--- src/rtl/url_component_splitter_top_assert.svh ---
// Assertion macros shared by the URL splitter RTL.
`ifndef URL_COMPONENT_SPLITTER_TOP_ASSERT_SVH
`define URL_COMPONENT_SPLITTER_TOP_ASSERT_SVH

// Same-cycle implication, checked out of reset.
`define UCS_ASSERT_NOW(label, ante, cons, msg) \
  label: assert property (@(posedge clk) disable iff (!rst_n) (ante) |-> (cons)) \
    else $error(msg);

// Next-cycle implication, checked out of reset.
`define UCS_ASSERT_NEXT(label, ante, cons, msg) \
  label: assert property (@(posedge clk) disable iff (!rst_n) (ante) |=> (cons)) \
    else $error(msg);

`endif

--- src/rtl/ucs_pkg.sv ---
// Shared types and constants for the URL component splitter.
package ucs_pkg;

  localparam int MAX_LEN = 4096;
  // Offsets reach MAX_LEN itself (one past the last byte).
  localparam int POS_W   = $clog2(MAX_LEN + 1);
  localparam int NUM_BO  = 10;

  // Job queue between parser and span emitter (power of two).
  localparam int QUEUE_DEPTH = 2;
  localparam int QPTR_W      = $clog2(QUEUE_DEPTH);
  localparam int QCNT_W      = $clog2(QUEUE_DEPTH + 1);

  // Boundary offset slots
  localparam int BO_SCHEME_END = 0;
  localparam int BO_AUTH       = 1;
  localparam int BO_COLON      = 2;
  localparam int BO_AT         = 3;
  localparam int BO_HOST       = 4;
  localparam int BO_HOST_END   = 5;
  localparam int BO_PORT       = 6;
  localparam int BO_PATH       = 7;
  localparam int BO_QUERY      = 8;
  localparam int BO_FRAG       = 9;

  // Component codes
  localparam logic [2:0] COMP_SCHEME   = 3'd0;
  localparam logic [2:0] COMP_USER     = 3'd1;
  localparam logic [2:0] COMP_PASSWORD = 3'd2;
  localparam logic [2:0] COMP_HOST     = 3'd3;
  localparam logic [2:0] COMP_PORT     = 3'd4;
  localparam logic [2:0] COMP_PATH     = 3'd5;
  localparam logic [2:0] COMP_QUERY    = 3'd6;
  localparam logic [2:0] COMP_FRAGMENT = 3'd7;

  typedef struct packed {
    logic [7:0] url_byte;
    logic       final_byte;
  } in_item_t;

  typedef struct packed {
    logic [2:0]  component;
    logic [11:0] span_start;
    logic [12:0] span_length;
    logic        url_valid;
    logic        run_end;
  } out_item_t;

  typedef logic [POS_W-1:0] pos_t;

  // One finished URL handed from parser to emitter
  typedef struct packed {
    logic                       bad;
    logic                       user;
    logic                       colon;
    logic                       pass;
    logic                       port;
    logic                       query;
    logic                       frag;
    pos_t                       n;
    logic [NUM_BO-1:0][POS_W-1:0] bo;
  } job_t;

  typedef struct packed {
    logic full;
    logic empty;
  } queue_stat_t;

endpackage

--- src/rtl/ucs_front.sv ---
// Byte-serial URL parser: tracks delimiters and builds one job per URL.
module ucs_front (
  input  logic               clk,
  input  logic               rst_n,
  input  logic               in_valid,
  output logic               in_ready,
  input  ucs_pkg::in_item_t  in_data,
  input  ucs_pkg::queue_stat_t q_stat,
  output logic               push,
  output ucs_pkg::job_t      push_job
);

  localparam logic [3:0] PH_SCHEME     = 4'd0;
  localparam logic [3:0] PH_SL1        = 4'd1;
  localparam logic [3:0] PH_SL2        = 4'd2;
  localparam logic [3:0] PH_HOST_FIRST = 4'd3;
  localparam logic [3:0] PH_HOST       = 4'd4;
  localparam logic [3:0] PH_HOST_BR    = 4'd5;
  localparam logic [3:0] PH_AFTER_BR   = 4'd6;
  localparam logic [3:0] PH_PORT       = 4'd7;
  localparam logic [3:0] PH_PATH       = 4'd8;
  localparam logic [3:0] PH_QUERY      = 4'd9;
  localparam logic [3:0] PH_FRAG       = 4'd10;
  localparam logic [3:0] PH_BAD        = 4'd11;

  localparam logic [7:0] CH_NUL   = 8'h00;
  localparam logic [7:0] CH_COLON = 8'h3A;
  localparam logic [7:0] CH_AT    = 8'h40;
  localparam logic [7:0] CH_SLASH = 8'h2F;
  localparam logic [7:0] CH_LBR   = 8'h5B;
  localparam logic [7:0] CH_RBR   = 8'h5D;
  localparam logic [7:0] CH_QMARK = 8'h3F;
  localparam logic [7:0] CH_HASH  = 8'h23;
  localparam logic [7:0] CH_PLUS  = 8'h2B;
  localparam logic [7:0] CH_MINUS = 8'h2D;
  localparam logic [7:0] CH_DOT   = 8'h2E;

  typedef struct packed {
    logic pending;
    logic ended;
    logic colon;
    logic user;
    logic pass;
    logic port;
    logic query;
    logic frag;
  } seen_t;

  logic [3:0]                   phase_r, phase_nxt;
  ucs_pkg::pos_t                pos_r, pos_nxt;
  logic [ucs_pkg::NUM_BO-1:0][ucs_pkg::POS_W-1:0] bo_r, bo_nxt;
  seen_t                        seen_r, seen_nxt;
  logic                         rej_r, rej_nxt;
  logic                         take;
  logic [7:0]                   c;
  ucs_pkg::pos_t                p1;

  function automatic logic scheme_char(input logic [7:0] ch);
    scheme_char = (ch >= 8'h41 && ch <= 8'h5A) || (ch >= 8'h61 && ch <= 8'h7A) ||
                  ch == CH_PLUS || ch == CH_MINUS || ch == CH_DOT;
  endfunction

  assign in_ready = !q_stat.full;
  assign take     = in_valid && in_ready;
  assign c        = in_data.url_byte;
  assign p1       = pos_r + 1'b1;

  always_comb begin
    phase_nxt = phase_r;
    pos_nxt   = pos_r;
    bo_nxt    = bo_r;
    seen_nxt  = seen_r;
    rej_nxt   = rej_r;
    if (!seen_r.ended) begin
      if (c == CH_NUL) begin
        seen_nxt.ended = 1'b1;
      end else if (pos_r >= ucs_pkg::POS_W'(ucs_pkg::MAX_LEN)) begin
        rej_nxt = 1'b1;
      end else begin
        pos_nxt = p1;
        if (phase_r == PH_SCHEME) begin
          if (c == CH_COLON) begin
            bo_nxt[ucs_pkg::BO_SCHEME_END] = pos_r;
            phase_nxt = PH_SL1;
          end else if (!scheme_char(c)) begin
            rej_nxt = 1'b1;
          end
        end else if (phase_r == PH_SL1) begin
          if (c == CH_SLASH) begin
            phase_nxt = PH_SL2;
          end else begin
            rej_nxt   = 1'b1;
            phase_nxt = PH_BAD;
          end
        end else if (phase_r == PH_SL2) begin
          if (c == CH_SLASH) begin
            bo_nxt[ucs_pkg::BO_AUTH] = p1;
            bo_nxt[ucs_pkg::BO_HOST] = p1;
            seen_nxt.pending = 1'b1;
            phase_nxt = PH_HOST_FIRST;
          end else begin
            rej_nxt   = 1'b1;
            phase_nxt = PH_BAD;
          end
        end else if (seen_r.pending && c == CH_AT) begin
          // userinfo confirmed: host parse restarts after the '@'
          bo_nxt[ucs_pkg::BO_AT]   = pos_r;
          bo_nxt[ucs_pkg::BO_HOST] = p1;
          seen_nxt.user    = 1'b1;
          seen_nxt.pass    = seen_r.pass | seen_r.colon;
          seen_nxt.pending = 1'b0;
          seen_nxt.port    = 1'b0;
          phase_nxt = PH_HOST_FIRST;
        end else begin
          if (seen_r.pending) begin
            if (c == CH_COLON && !seen_r.colon) begin
              bo_nxt[ucs_pkg::BO_COLON] = pos_r;
              seen_nxt.colon = 1'b1;
            end
            if (c == CH_SLASH) seen_nxt.pending = 1'b0;
          end
          unique case (phase_r) inside
            PH_HOST_FIRST, PH_HOST: begin
              if (phase_r == PH_HOST_FIRST && c == CH_LBR) begin
                phase_nxt = PH_HOST_BR;
              end else begin
                phase_nxt = PH_HOST;
                if (c == CH_COLON) begin
                  bo_nxt[ucs_pkg::BO_HOST_END] = pos_r;
                  bo_nxt[ucs_pkg::BO_PORT]     = p1;
                  seen_nxt.port = 1'b1;
                  phase_nxt = PH_PORT;
                end else if (c == CH_SLASH) begin
                  bo_nxt[ucs_pkg::BO_HOST_END] = pos_r;
                  bo_nxt[ucs_pkg::BO_PATH]     = p1;
                  phase_nxt = PH_PATH;
                end
              end
            end
            PH_HOST_BR: begin
              if (c == CH_RBR) begin
                bo_nxt[ucs_pkg::BO_HOST_END] = p1;
                phase_nxt = PH_AFTER_BR;
              end
            end
            PH_AFTER_BR: begin
              if (c == CH_COLON) begin
                bo_nxt[ucs_pkg::BO_PORT] = p1;
                seen_nxt.port = 1'b1;
                phase_nxt = PH_PORT;
              end else if (c == CH_SLASH) begin
                bo_nxt[ucs_pkg::BO_PATH] = p1;
                phase_nxt = PH_PATH;
              end else begin
                phase_nxt = PH_BAD;
              end
            end
            PH_PORT: begin
              if (c == CH_SLASH) begin
                bo_nxt[ucs_pkg::BO_PATH] = p1;
                phase_nxt = PH_PATH;
              end
            end
            PH_PATH: begin
              if (c == CH_QMARK) begin
                bo_nxt[ucs_pkg::BO_QUERY] = p1;
                seen_nxt.query = 1'b1;
                phase_nxt = PH_QUERY;
              end else if (c == CH_HASH) begin
                bo_nxt[ucs_pkg::BO_FRAG] = p1;
                seen_nxt.frag = 1'b1;
                phase_nxt = PH_FRAG;
              end
            end
            PH_QUERY: begin
              if (c == CH_HASH) begin
                bo_nxt[ucs_pkg::BO_FRAG] = p1;
                seen_nxt.frag = 1'b1;
                phase_nxt = PH_FRAG;
              end
            end
            default: ;
          endcase
        end
      end
    end
  end

  always_comb begin
    push_job.bad   = rej_nxt || !(phase_nxt == PH_PATH || phase_nxt == PH_QUERY ||
                                  phase_nxt == PH_FRAG);
    push_job.user  = seen_nxt.user;
    push_job.colon = seen_nxt.colon;
    push_job.pass  = seen_nxt.pass;
    push_job.port  = seen_nxt.port;
    push_job.query = seen_nxt.query;
    push_job.frag  = seen_nxt.frag;
    push_job.n     = pos_nxt;
    push_job.bo    = bo_nxt;
  end

  assign push = take && in_data.final_byte;

  always_ff @(posedge clk) begin
    if (!rst_n || push) begin
      phase_r <= PH_SCHEME;
      pos_r   <= '0;
      bo_r    <= '0;
      seen_r  <= '0;
      rej_r   <= 1'b0;
    end else if (take) begin
      phase_r <= phase_nxt;
      pos_r   <= pos_nxt;
      bo_r    <= bo_nxt;
      seen_r  <= seen_nxt;
      rej_r   <= rej_nxt;
    end
  end

endmodule

--- src/rtl/ucs_queue.sv ---
// Small job queue that decouples the parser from the span emitter.
`include "url_component_splitter_top_assert.svh"

module ucs_queue (
  input  logic                 clk,
  input  logic                 rst_n,
  input  logic                 push,
  input  ucs_pkg::job_t        push_job,
  input  logic                 pop,
  output ucs_pkg::job_t        head,
  output ucs_pkg::queue_stat_t stat
);

  ucs_pkg::job_t                q_r [ucs_pkg::QUEUE_DEPTH];
  logic [ucs_pkg::QPTR_W-1:0]   wr_ptr_r, rd_ptr_r;
  logic [ucs_pkg::QCNT_W-1:0]   cnt_r, cnt_nxt;
  logic                         do_push, do_pop;

  assign stat.full  = (cnt_r == ucs_pkg::QCNT_W'(ucs_pkg::QUEUE_DEPTH));
  assign stat.empty = (cnt_r == '0);
  assign do_push    = push && !stat.full;
  assign do_pop     = pop && !stat.empty;
  assign head       = q_r[rd_ptr_r];

  always_comb begin
    cnt_nxt = cnt_r;
    if (do_push && !do_pop) cnt_nxt = cnt_r + 1'b1;
    else if (do_pop && !do_push) cnt_nxt = cnt_r - 1'b1;
  end

  always_ff @(posedge clk) begin
    if (!rst_n) begin
      wr_ptr_r <= '0;
      rd_ptr_r <= '0;
      cnt_r    <= '0;
    end else begin
      if (do_push) wr_ptr_r <= wr_ptr_r + 1'b1;
      if (do_pop)  rd_ptr_r <= rd_ptr_r + 1'b1;
      cnt_r <= cnt_nxt;
    end
  end

  always_ff @(posedge clk) begin
    if (do_push) q_r[wr_ptr_r] <= push_job;
  end

  `UCS_ASSERT_NOW(a_q_cnt_bound, 1'b1, cnt_r <= ucs_pkg::QCNT_W'(ucs_pkg::QUEUE_DEPTH), "queue count over depth")
  `UCS_ASSERT_NEXT(a_q_push_lands, do_push && !do_pop, !stat.empty, "pushed job not visible")

endmodule

--- src/rtl/ucs_back.sv ---
// Span emitter: walks the head job's eight components, one per cycle unless out_ready stalls (one result if bad).
`include "url_component_splitter_top_assert.svh"

module ucs_back (
  input  logic                 clk,
  input  logic                 rst_n,
  input  ucs_pkg::job_t        head,
  input  ucs_pkg::queue_stat_t q_stat,
  output logic                 pop,
  output logic                 out_valid,
  input  logic                 out_ready,
  output ucs_pkg::out_item_t   out_data
);

  localparam int CALC_W = (ucs_pkg::POS_W > 13) ? ucs_pkg::POS_W : 13;

  logic [2:0]          idx_r;
  logic                out_valid_r;
  ucs_pkg::out_item_t  out_data_r;
  ucs_pkg::out_item_t  res;
  ucs_pkg::pos_t       start, minu, f_end, e_end;
  logic [CALC_W-1:0]   start_x, diff_x;
  logic                last, load;

  // Path end is query start minus one, else fragment start minus one, else n
  assign f_end = head.frag  ? head.bo[ucs_pkg::BO_FRAG]  - 1'b1 : head.n;
  assign e_end = head.query ? head.bo[ucs_pkg::BO_QUERY] - 1'b1 : f_end;

  always_comb begin
    start = '0;
    minu  = '0;
    unique case (idx_r)
      ucs_pkg::COMP_SCHEME: begin
        minu = head.bo[ucs_pkg::BO_SCHEME_END];
      end
      ucs_pkg::COMP_USER: begin
        if (head.user) begin
          start = head.bo[ucs_pkg::BO_AUTH];
          minu  = head.colon ? head.bo[ucs_pkg::BO_COLON] : head.bo[ucs_pkg::BO_AT];
        end
      end
      ucs_pkg::COMP_PASSWORD: begin
        if (head.pass) begin
          start = head.bo[ucs_pkg::BO_COLON] + 1'b1;
          minu  = head.bo[ucs_pkg::BO_AT];
        end
      end
      ucs_pkg::COMP_HOST: begin
        start = head.bo[ucs_pkg::BO_HOST];
        minu  = head.bo[ucs_pkg::BO_HOST_END];
      end
      ucs_pkg::COMP_PORT: begin
        if (head.port) begin
          start = head.bo[ucs_pkg::BO_PORT];
          minu  = head.bo[ucs_pkg::BO_PATH] - 1'b1;
        end
      end
      ucs_pkg::COMP_PATH: begin
        start = head.bo[ucs_pkg::BO_PATH];
        minu  = e_end;
      end
      ucs_pkg::COMP_QUERY: begin
        if (head.query) begin
          start = head.bo[ucs_pkg::BO_QUERY];
          minu  = f_end;
        end
      end
      ucs_pkg::COMP_FRAGMENT: begin
        if (head.frag) begin
          start = head.bo[ucs_pkg::BO_FRAG];
          minu  = head.n;
        end
      end
      default: ;
    endcase
  end

  assign start_x = CALC_W'(start);
  assign diff_x  = CALC_W'(minu) - start_x;

  always_comb begin
    if (head.bad) begin
      res.component   = ucs_pkg::COMP_SCHEME;
      res.span_start  = '0;
      res.span_length = '0;
      res.url_valid   = 1'b0;
      res.run_end     = 1'b1;
    end else begin
      res.component   = idx_r;
      res.span_start  = start_x[11:0];
      res.span_length = diff_x[12:0];
      res.url_valid   = 1'b1;
      res.run_end     = (idx_r == ucs_pkg::COMP_FRAGMENT);
    end
  end

  assign last = head.bad || (idx_r == ucs_pkg::COMP_FRAGMENT);
  assign load = !q_stat.empty && (!out_valid_r || out_ready);
  assign pop  = load && last;

  always_ff @(posedge clk) begin
    if (!rst_n) begin
      idx_r       <= ucs_pkg::COMP_SCHEME;
      out_valid_r <= 1'b0;
    end else if (load) begin
      out_valid_r <= 1'b1;
      idx_r       <= last ? ucs_pkg::COMP_SCHEME : idx_r + 1'b1;
    end else if (out_ready) begin
      out_valid_r <= 1'b0;
    end
  end

  always_ff @(posedge clk) begin
    if (load) out_data_r <= res;
  end

  assign out_valid = out_valid_r;
  assign out_data  = out_data_r;

  `UCS_ASSERT_NOW(a_reject_ends_run, out_valid_r && !out_data_r.url_valid, out_data_r.run_end, "rejected URL result without run end")
  `UCS_ASSERT_NOW(a_frag_ends_run, out_valid_r && out_data_r.url_valid && out_data_r.component == ucs_pkg::COMP_FRAGMENT, out_data_r.run_end, "fragment span not last")
  `UCS_ASSERT_NEXT(a_run_continues, out_valid_r && out_ready && !out_data_r.run_end, out_valid_r, "gap inside a URL's results")

endmodule

--- src/rtl/url_component_splitter_top.sv ---
// Top level of the URL component splitter.
// Accepts one URL byte per cycle. The parser updates its delimiter registers as
// each byte is taken; on the final byte it queues a job (two-entry queue) and
// is ready for the next URL at once. The emitter then delivers one result per
// cycle while out_ready is not held low: eight spans for a good URL, or one
// rejection result. Input stalls only while both queue entries are occupied,
// i.e. when URLs shorter than about eight bytes arrive back to back or the
// result side is held off. No clearing pass is needed after reset.
module url_component_splitter_top (
  input  logic               clk,
  input  logic               rst_n,
  input  logic               in_valid,
  output logic               in_ready,
  input  ucs_pkg::in_item_t  in_data,
  output logic               out_valid,
  input  logic               out_ready,
  output ucs_pkg::out_item_t out_data
);

  ucs_pkg::job_t        push_job, head;
  ucs_pkg::queue_stat_t q_stat;
  logic                 push, pop;

  ucs_front u_front (
    .clk      (clk),
    .rst_n    (rst_n),
    .in_valid (in_valid),
    .in_ready (in_ready),
    .in_data  (in_data),
    .q_stat   (q_stat),
    .push     (push),
    .push_job (push_job)
  );

  ucs_queue u_queue (
    .clk      (clk),
    .rst_n    (rst_n),
    .push     (push),
    .push_job (push_job),
    .pop      (pop),
    .head     (head),
    .stat     (q_stat)
  );

  ucs_back u_back (
    .clk       (clk),
    .rst_n     (rst_n),
    .head      (head),
    .q_stat    (q_stat),
    .pop       (pop),
    .out_valid (out_valid),
    .out_ready (out_ready),
    .out_data  (out_data)
  );

endmodule
--- config.mk ---
export PLATFORM = sky130hd
export DESIGN_NAME = url_component_splitter_top
export DESIGN_NICKNAME = d
export VERILOG_FILES = /design/src/rtl/ucs_pkg.sv /design/src/rtl/ucs_front.sv /design/src/rtl/ucs_queue.sv /design/src/rtl/ucs_back.sv /design/src/rtl/url_component_splitter_top.sv
export VERILOG_INCLUDE_DIRS = /design/src /design/src/rtl
export SDC_FILE = /design/constraint.sdc
export NUM_CORES = 1
export LEC_CHECK = 0
export ABC_AREA = 1
export BUFFER_PORTS_ARGS = -buffer_cell sky130_fd_sc_hd__clkbuf_2
export CORE_MARGIN = 2
export CORE_UTILIZATION = 60
export DETAILED_ROUTE_END_ITERATION = 16
export HOLD_SLACK_MARGIN = 0.08
export PLACE_DENSITY = 0.77
export SLEW_MARGIN = 20
export SYNTH_ARGS = -nofsm -noshare
export SYNTH_HDL_FRONTEND = slang
export SYNTH_SLANG_ARGS = --single-unit
--- constraint.sdc ---
create_clock -name clk -period 12.94 [get_ports clk]
set_clock_uncertainty 0.05 [all_clocks]
set_input_delay 1.294 -clock clk [delete_from_list [all_inputs] [get_ports clk]]
set_output_delay 1.294 -clock clk [all_outputs]
set_load 0.02 [all_outputs]
==> summary.md, run 1 <==
| Metric | Value |
|---|---|
| Top cells by area in the synthesized netlist | `sky130_fd_sc_hd__edfxtp_1 (42%), sky130_fd_sc_hd__dfxtp_1 (14%), sky130_fd_sc_hd__nand2_1 (8.2%), sky130_fd_sc_hd__o21ai_0 (6.1%), sky130_fd_sc_hd__inv_1 (5.3%)` |
| Number of buffers between clock root and the deepest sink | `3` |
| Synth area leader | `sky130_fd_sc_hd__edfxtp_1` |
| Remaining max-slew budget at the tightest pin | `16.2%` |
| Final number of hold-violating endpoints | `0` |
| Crit. End Element | `register` |
| Count of buffering cells on the critical path with inverters included | `3` |
| Critical path data arrival time | `5660 ps` |
| Final slew viol count | `0` |
| Mean instance size in the synthesized netlist | `8.81 um2` |
| Die boundary height | `203 um` |
| Total GRT Usage | `38.3%` |
| Post-Route Hold Slack | `404 ps` |
| Post-CTS Resized | `0` |
| Worst ir drop on vdd | `0.139 mV` |
| TritonCTS clock tree | `done` |
| Clk slew on worst S/H paths | `60 ps` |
| Multi-input logic area | `0.00878 mm2` |
| #FFs+latches synth | `495` |
| Total non-filler cell area in the finished layout | `0.0260 mm2` |
| Library cells used by synthesis | `71` |
| Overall via count from detail_route | `20100` |
| Number of flops mapped to enable cells by yosys | `330` |
| Number of antenna violations at the first check in global routing | `1` |
| Estimated wirelength of the detail-placed design | `57.3 mm` |
| Most common flop cell mapped by yosys | `sky130_fd_sc_hd__edfxtp_1` |
| Setup repair bufs after CTS | `0` |
| Post-synthesis instance total | `2711` |
| Final WL | `79.0 mm` |
| Number of design-rule violations left by the first detailed-router iteration | `2669` |
| Slowest cell on the critical path | `sky130_fd_sc_hd__nor2_1` |
| DRT antenna net count | `0` |
| Global route overflow | `0` |
| Antenna diode count | `0` |
| Initial standard-cell utilization of the core | `60.5%` |
| Final weighted congestion of routability-driven global placement | `1.03` |
| Number of setup violations in the final report | `0` |
| FP Rows | `73` |
| Std-Cell Core Area | `0.0395 mm2` |
| Number of buffers inserted by port buffering | `44` |
| Timing-limited maximum frequency | `189 MHz` |
| Share of post-route cells with drive strength above 1 | `9.47%` |
| Via count of the first global-routing pass | `18700` |
| Chip Width | `203 um` |
| Transition time of the tightest slew-check pin | `1250 ps` |
| DR pass1 iterations | `7` |
| Nature of the critical path startpoint | `register` |
| Total clock buffers created by CTS | `49` |
| Area enclosed by the die boundary | `0.0414 mm2` |
| Worst Hold Class | `reg -> reg` |
| Final net count | `2753` |
| Sum Neg Setup Slack | `0 ps` |
| Setup repair after global routing missed its margin | `no` |
| Max-Cap Viols | `0` |
| Number of buffers added to fix hold violations after cts | `0` |
| Crit-path cells | `inv_4 -> buf_4 -> o21ai_1 -> nor2_1 -> inv_2 -> a21oi_1 -> o21ai_0 -> o21ai_0 -> o31a_1 -> ha_1 -> a21oi_1 -> o21ai_0 -> a21oi_1 -> o21ai_0 -> a21oi_1 -> o21bai_1 -> or2_2 -> a21oi_1` |
| Global-route wire length before repair | `116 mm` |
| Worst stage delay on the critical path | `740 ps` |
| Time the worst path needs with I/O delays and setup | `5280 ps` |
| Setup Slack @ Placement | `7840 ps` |
| Via density per instance | `6.13` |
| Largest net degree at the start of global routing | `151` |
| Critical Setup Path Class | `reg -> reg` |
| Leakage power | `10.6 nW` |
| Worst R2R Setup Slack | `7660 ps` |
| Async set-reset flop share out of synthesis | `0%` |
| CP delay by family, top | `compound AO/OA/AOI/OAI gates` |
| Required time of the critical path | `13320 ps` |
| Worst path most repeated cell | `sky130_fd_sc_hd__a21oi_1` |
| Synth top area share | `41.5%` |
| Filler Cells Inserted | `3168` |
| Total clock sinks | `495` |
| Status | `complete, no violations` |
| Clock H-tree levels | `2` |
| Total nets after synthesis | `2750` |
| Residual DRC | `0` |
| PnR worst setup slack | `7660 ps` |
| Sequential cell area | `0.0132 mm2` |
| Tcrit/Tclk final | `40.8%` |
| Clock insertion delay at the later pin of the skew report | `610 ps` |
| Largest fanout of any net on the critical path | `66` |
| Total number of yosys warnings | `0` |
| Final Core Density | `66.0%` |
| Top Ports | `45` |
| Power density of the placed cells | `219 mW/mm2` |
| Routed wirelength normalized by instance count | `24.1 um` |
| Area of the mapped netlist | `0.0239 mm2` |
| Commonest non-fill, non-tap cell in the layout | `sky130_fd_sc_hd__nand2_1` |
| Root Driver | `sky130_fd_sc_hd__clkbuf_16` |
| Top library cells by usage in the layout, fill and taps aside | `sky130_fd_sc_hd__nand2_1 (519), sky130_fd_sc_hd__inv_1 (335), sky130_fd_sc_hd__edfxtp_1 (330), sky130_fd_sc_hd__nor2_1 (296), sky130_fd_sc_hd__o21ai_0 (291)` |
| Sequential area share after synthesis | `55.3%` |
| Signed area change from the synthesized netlist to the final layout | `9.08%` |
| Placed inst area | `0.0244 mm2` |
worst register-to-register path, stage by stage, from the launching register on:
cell                       delay (ps)
sky130_fd_sc_hd__dfxtp_4          450
sky130_fd_sc_hd__inv_4            540
sky130_fd_sc_hd__buf_4            490
sky130_fd_sc_hd__o21ai_1          100
sky130_fd_sc_hd__nor2_1           740
sky130_fd_sc_hd__inv_2            380
sky130_fd_sc_hd__a21oi_1          210
sky130_fd_sc_hd__o21ai_0          150
sky130_fd_sc_hd__o21ai_0          160
sky130_fd_sc_hd__o31a_1           180
sky130_fd_sc_hd__ha_1             280
sky130_fd_sc_hd__a21oi_1          170
sky130_fd_sc_hd__o21ai_0           90
sky130_fd_sc_hd__a21oi_1          240
sky130_fd_sc_hd__o21ai_0          180
sky130_fd_sc_hd__a21oi_1          190
sky130_fd_sc_hd__o21bai_1          90
sky130_fd_sc_hd__or2_2            280
sky130_fd_sc_hd__a21oi_1          130
worst paths after layout:
check	from	endpoint	cells after the start
max	register	u_back.out_data[13]$_SDFFCE_PP0P_	18
min	u_front.bo_r[51]$_SDFFE_PP0P_	u_front.bo_r[51]$_SDFFE_PP0P_	2
max reg2reg	register	u_back.out_data[13]$_SDFFCE_PP0P_	18
min reg2reg	u_front.bo_r[51]$_SDFFE_PP0P_	u_front.bo_r[51]$_SDFFE_PP0P_	2
registers in the layout (all words and copies together), names as in the netlist, named ones only:
register / flops
u_queue.rd_ptr_r: 1
u_queue.wr_ptr_r: 1
u_front.pos_r: 13
u_front.bo_r: 130
u_front.seen_r: 8
u_back.idx_r: 3
u_front.rej_r: 1
u_back.out_valid: 1
u_queue.cnt_r: 2
u_front.phase_r: 4
u_queue.q_r: 300
u_back.out_data: 30
cell usage after synthesis (all sizes together) (2+ instances only):
master / count
o22ai: 36
nor2: 319
edfxtp: 330
or2: 19
a21o: 3
o21ai: 358
a211o: 2
ha: 25
a211oi: 52
nand2: 531
o2111ai: 7
o32ai: 9
a2111oi: 2
a22oi: 5
xor2: 19
clkinv: 3
mux2i: 7
dfxtp: 165
o21a: 2
buf: 55
o211ai: 14
a31oi: 16
clkbuf: 60
nand3: 61
a21oi: 160
nor4: 11
xnor2: 2
o221ai: 7
inv: 366
nor3: 23
a41oi: 4
o31ai: 6
o21bai: 6
nand4: 15
area by class of cell:
cell class,count,share of cell area [%]
Multi-Input combinational cell,1732,33.7
Clock buffer,65,5.42
Timing Repair Buffer,67,1.56
Tap cell,525,2.52
Inverter,369,5.33
Sequential cell,495,50.8
Clock inverter,27,0.682
per-layer routing:
layer	global-route usage, %	part of all wire (%)	vias up
met5	0	0.062	-
met4	18.5	5.3	2
met3	8.01	11	243
met2	59.8	45	1239
met1	51.4	38	9468
li1	-	-	9162
metrics by stage:
step | std cells | total power (W)
after floorplan | 2711 | 0.00353
after global placement | 3188 | 0.00425
after detailed placement | 3188 | 0.00427
after CTS | 3280 | 0.00566
after global routing | 3280 | 0.00600
final | 3280 | 0.00571
kinds of logic (layout without fill, tap and decap cells):
logic type               Yosys count  after routing  share of synthesized area, %
multiplexers                       7              7                         0.294
adder cells (fa/ha/maj)           26             26                          1.39
XOR/XNOR                          21             21                         0.802
AO/OA/AOI/OAI                    697            697                          16.7
buffers and inverters            484            528                          8.09
AND/OR/NAND/NOR                  981            981                          17.3
flip-flops                       495            495                          55.3
power breakdown:
part           internal [W]  switching (W)
clock network      0.000776       0.000625
registers           0.00192      0.0000857
logic              0.000617        0.00169
total               0.00331        0.00240
Note: power is estimated with default switching activity, not from simulation.
==> inputs of run 2 (changes only) <==
Settings changed: CORE_UTILIZATION 60 to 57, PLACE_DENSITY 0.77 to 0.76.
Clock period 12.94 ns to 4.41 ns, I/O delays scaled along.
==> run 2 against run 1 <==
  * First-iteration DRC count is 0.34% higher
  * Highest routed layer is now met4
  * Cell area is 3.0% higher
  * Power grew to 3.1 times the previous value
  * Clock power grew to 3.1 times the previous value
  * Via count is 0.11% lower
  * Clock-buffer cell count is 3 lower
  * Worst setup slack worse by 7500 ps
  * Critical endpoint unchanged
  * Maximum frequency is 26% higher
  * Combinational power grew to 3.2 times the previous value
  * Global-route usage is 1.0 points lower
  * Register-to-register slack worse by 7500 ps
==> summary.md, run 2 (same netlist as run 1, synthesis figures left out) <==
| Metric | Value |
|---|---|
| Power density of the placed cells | `661 mW/mm2` |
| Number of buffers added to fix hold violations after cts | `0` |
| Nature of the critical path startpoint | `register` |
| Worst path most repeated cell | `sky130_fd_sc_hd__a21oi_1` |
| Top library cells by usage in the layout, fill and taps aside | `sky130_fd_sc_hd__nand2_1 (519), sky130_fd_sc_hd__inv_1 (336), sky130_fd_sc_hd__edfxtp_1 (330), sky130_fd_sc_hd__nor2_1 (295), sky130_fd_sc_hd__o21ai_0 (287)` |
| Final weighted congestion of routability-driven global placement | `1.04` |
| Transition time of the tightest slew-check pin | `1270 ps` |
| Total non-filler cell area in the finished layout | `0.0268 mm2` |
| Residual DRC | `0` |
| Crit. End Element | `register` |
| Number of buffers between clock root and the deepest sink | `3` |
| Number of design-rule violations left by the first detailed-router iteration | `2678` |
| Setup repair after global routing missed its margin | `yes` |
| Global-route wire length before repair | `120 mm` |
| Sum Neg Setup Slack | `0 ps` |
| Crit-path cells | `inv_4 -> buf_12 -> buf_12 -> or2_2 -> o21ai_1 -> inv_1 -> nand2_1 -> nor2_1 -> nor3_1 -> nor4_2 -> ha_1 -> a21oi_1 -> o21ai_0 -> a21oi_1 -> o21ai_0 -> a21oi_1 -> o21bai_1 -> or2_2 -> a21oi_1` |
| Time the worst path needs with I/O delays and setup | `4200 ps` |
| Clock insertion delay at the later pin of the skew report | `620 ps` |
| Number of buffers inserted by port buffering | `44` |
| Timing-limited maximum frequency | `238 MHz` |
| Final net count | `2824` |
| Largest net degree at the start of global routing | `82` |
| Routed wirelength normalized by instance count | `24.1 um` |
| Root Driver | `sky130_fd_sc_hd__clkbuf_16` |
| Filler Cells Inserted | `3365` |
| PnR worst setup slack | `209 ps` |
| Worst ir drop on vdd | `0.466 mV` |
| Chip Width | `209 um` |
| Clk slew on worst S/H paths | `70 ps` |
| Status | `complete, no violations` |
| Worst stage delay on the critical path | `540 ps` |
| Post-CTS Resized | `0` |
| Leakage power | `11.0 nW` |
| TritonCTS clock tree | `done` |
| Slowest cell on the critical path | `sky130_fd_sc_hd__nor3_1` |
| Register with the most flip-flops | `u_queue.q_r` |
| Setup Slack @ Placement | `135 ps` |
| Critical path data arrival time | `4600 ps` |
| FP Rows | `74` |
| Critical Setup Path Class | `reg -> reg` |
| Final number of hold-violating endpoints | `0` |
| Final WL | `80.9 mm` |
| Required time of the critical path | `4810 ps` |
| Clock H-tree levels | `2` |
| Die boundary height | `209 um` |
| Non-filler cells, final | `3357` |
| Signed area change from the synthesized netlist to the final layout | `12.4%` |
| Via density per instance | `5.98` |
| DR pass1 iterations | `5` |
| DRT antenna net count | `0` |
| Area enclosed by the die boundary | `0.0435 mm2` |
| Top Ports | `45` |
| Via count of the first global-routing pass | `18800` |
| Final Core Density | `65.3%` |
| Share of post-route cells with drive strength above 1 | `11.6%` |
| Final slew viol count | `0` |
| Total clock sinks | `495` |
| Global route overflow | `0` |
| Largest register FFs | `300` |
| Initial standard-cell utilization of the core | `58.1%` |
| Overall via count from detail_route | `20100` |
| Estimated wirelength of the detail-placed design | `60.2 mm` |
| Number of antenna violations at the first check in global routing | `1` |
| Std-Cell Core Area | `0.0411 mm2` |
| Max-Cap Viols | `0` |
| Placed inst area | `0.0251 mm2` |
| Commonest non-fill, non-tap cell in the layout | `sky130_fd_sc_hd__nand2_1` |
| Placed Cells | `3265` |
| Largest fanout of any net on the critical path | `35` |
| Tcrit/Tclk final | `95.3%` |
| Worst Hold Class | `in -> reg` |
| Setup repair bufs after CTS | `0` |
| Number of setup violations in the final report | `0` |
| Antenna diode count | `0` |
| Total clock buffers created by CTS | `50` |
| Total GRT Usage | `37.3%` |
| Remaining max-slew budget at the tightest pin | `14.5%` |
## run 2: cell types whose count changed in the layout (fill, tap and decap cells not counted), sizes merged
| cell | change |
|---|---|
| buf | +70 |
| bufinv | +6 |
| clkbuf | -3 |
| inv | -2 |
| clkinv | -1 |
## run 2: metrics by stage
stage          total power (W)  hold WS, ps
6_report                0.0177          109
5_1_grt                 0.0186          131
4_1_cts                 0.0176         91.2
3_5_place_dp            0.0132          389
3_3_place_gp            0.0132          385
2_1_floorplan           0.0103          374
## run 2: worst max-delay path, delay by kind of cell (launching register included)
family / cells / cell delay [ps]
AOI/OAI and AO/OA: 8 / 1060
adders and majority gates: 1 / 380
buffers and inverters: 4 / 610
DFF: 1 / 440
and+or+nand+nor: 6 / 1470
## run 2: routing by layer
metal | wire length [um] | share of wire (%) | track usage [%]
met1 | 32100 | 40 | 51.5
met2 | 35800 | 44 | 57.7
met3 | 9300 | 11 | 7.89
met4 | 3690 | 4.6 | 15.7
met5 | 0 | 0 | 0
## run 2: worst paths after layout
check / startpoint / endpoint / slack (ps) / depth (start not counted)
max: register / u_back.out_data[13]$_SDFFCE_PP0P_ / 210 / 19
min: rst_n / u_queue.wr_ptr_r$_SDFFE_PN0P_ / 110 / 3
max reg2reg: register / u_back.out_data[13]$_SDFFCE_PP0P_ / 210 / 19
min reg2reg: u_front.bo_r[12]$_SDFFE_PP0P_ / u_front.bo_r[12]$_SDFFE_PP0P_ / 400 / 2
## run 2: final cells by class
cell class	count	area (um2)	area share, %
clock buffers	62	1320	4.91
clock inverters	30	367	1.37
inverters	369	1390	5.17
multi-input cells	1732	8810	32.8
flip-flops and latches	495	13200	49.3
well taps	532	666	2.48
repair buffers	137	1080	4.01
## run 2: power by group
part	internal, W	leakage, nW	total, W	switching, W
clock network	0.00249	0.807	0.00437	0.00188
logic	0.00232	5.68	0.00750	0.00519
registers	0.00563	4.47	0.00586	0.000226
total	0.0104	11.0	0.0177	0.00729
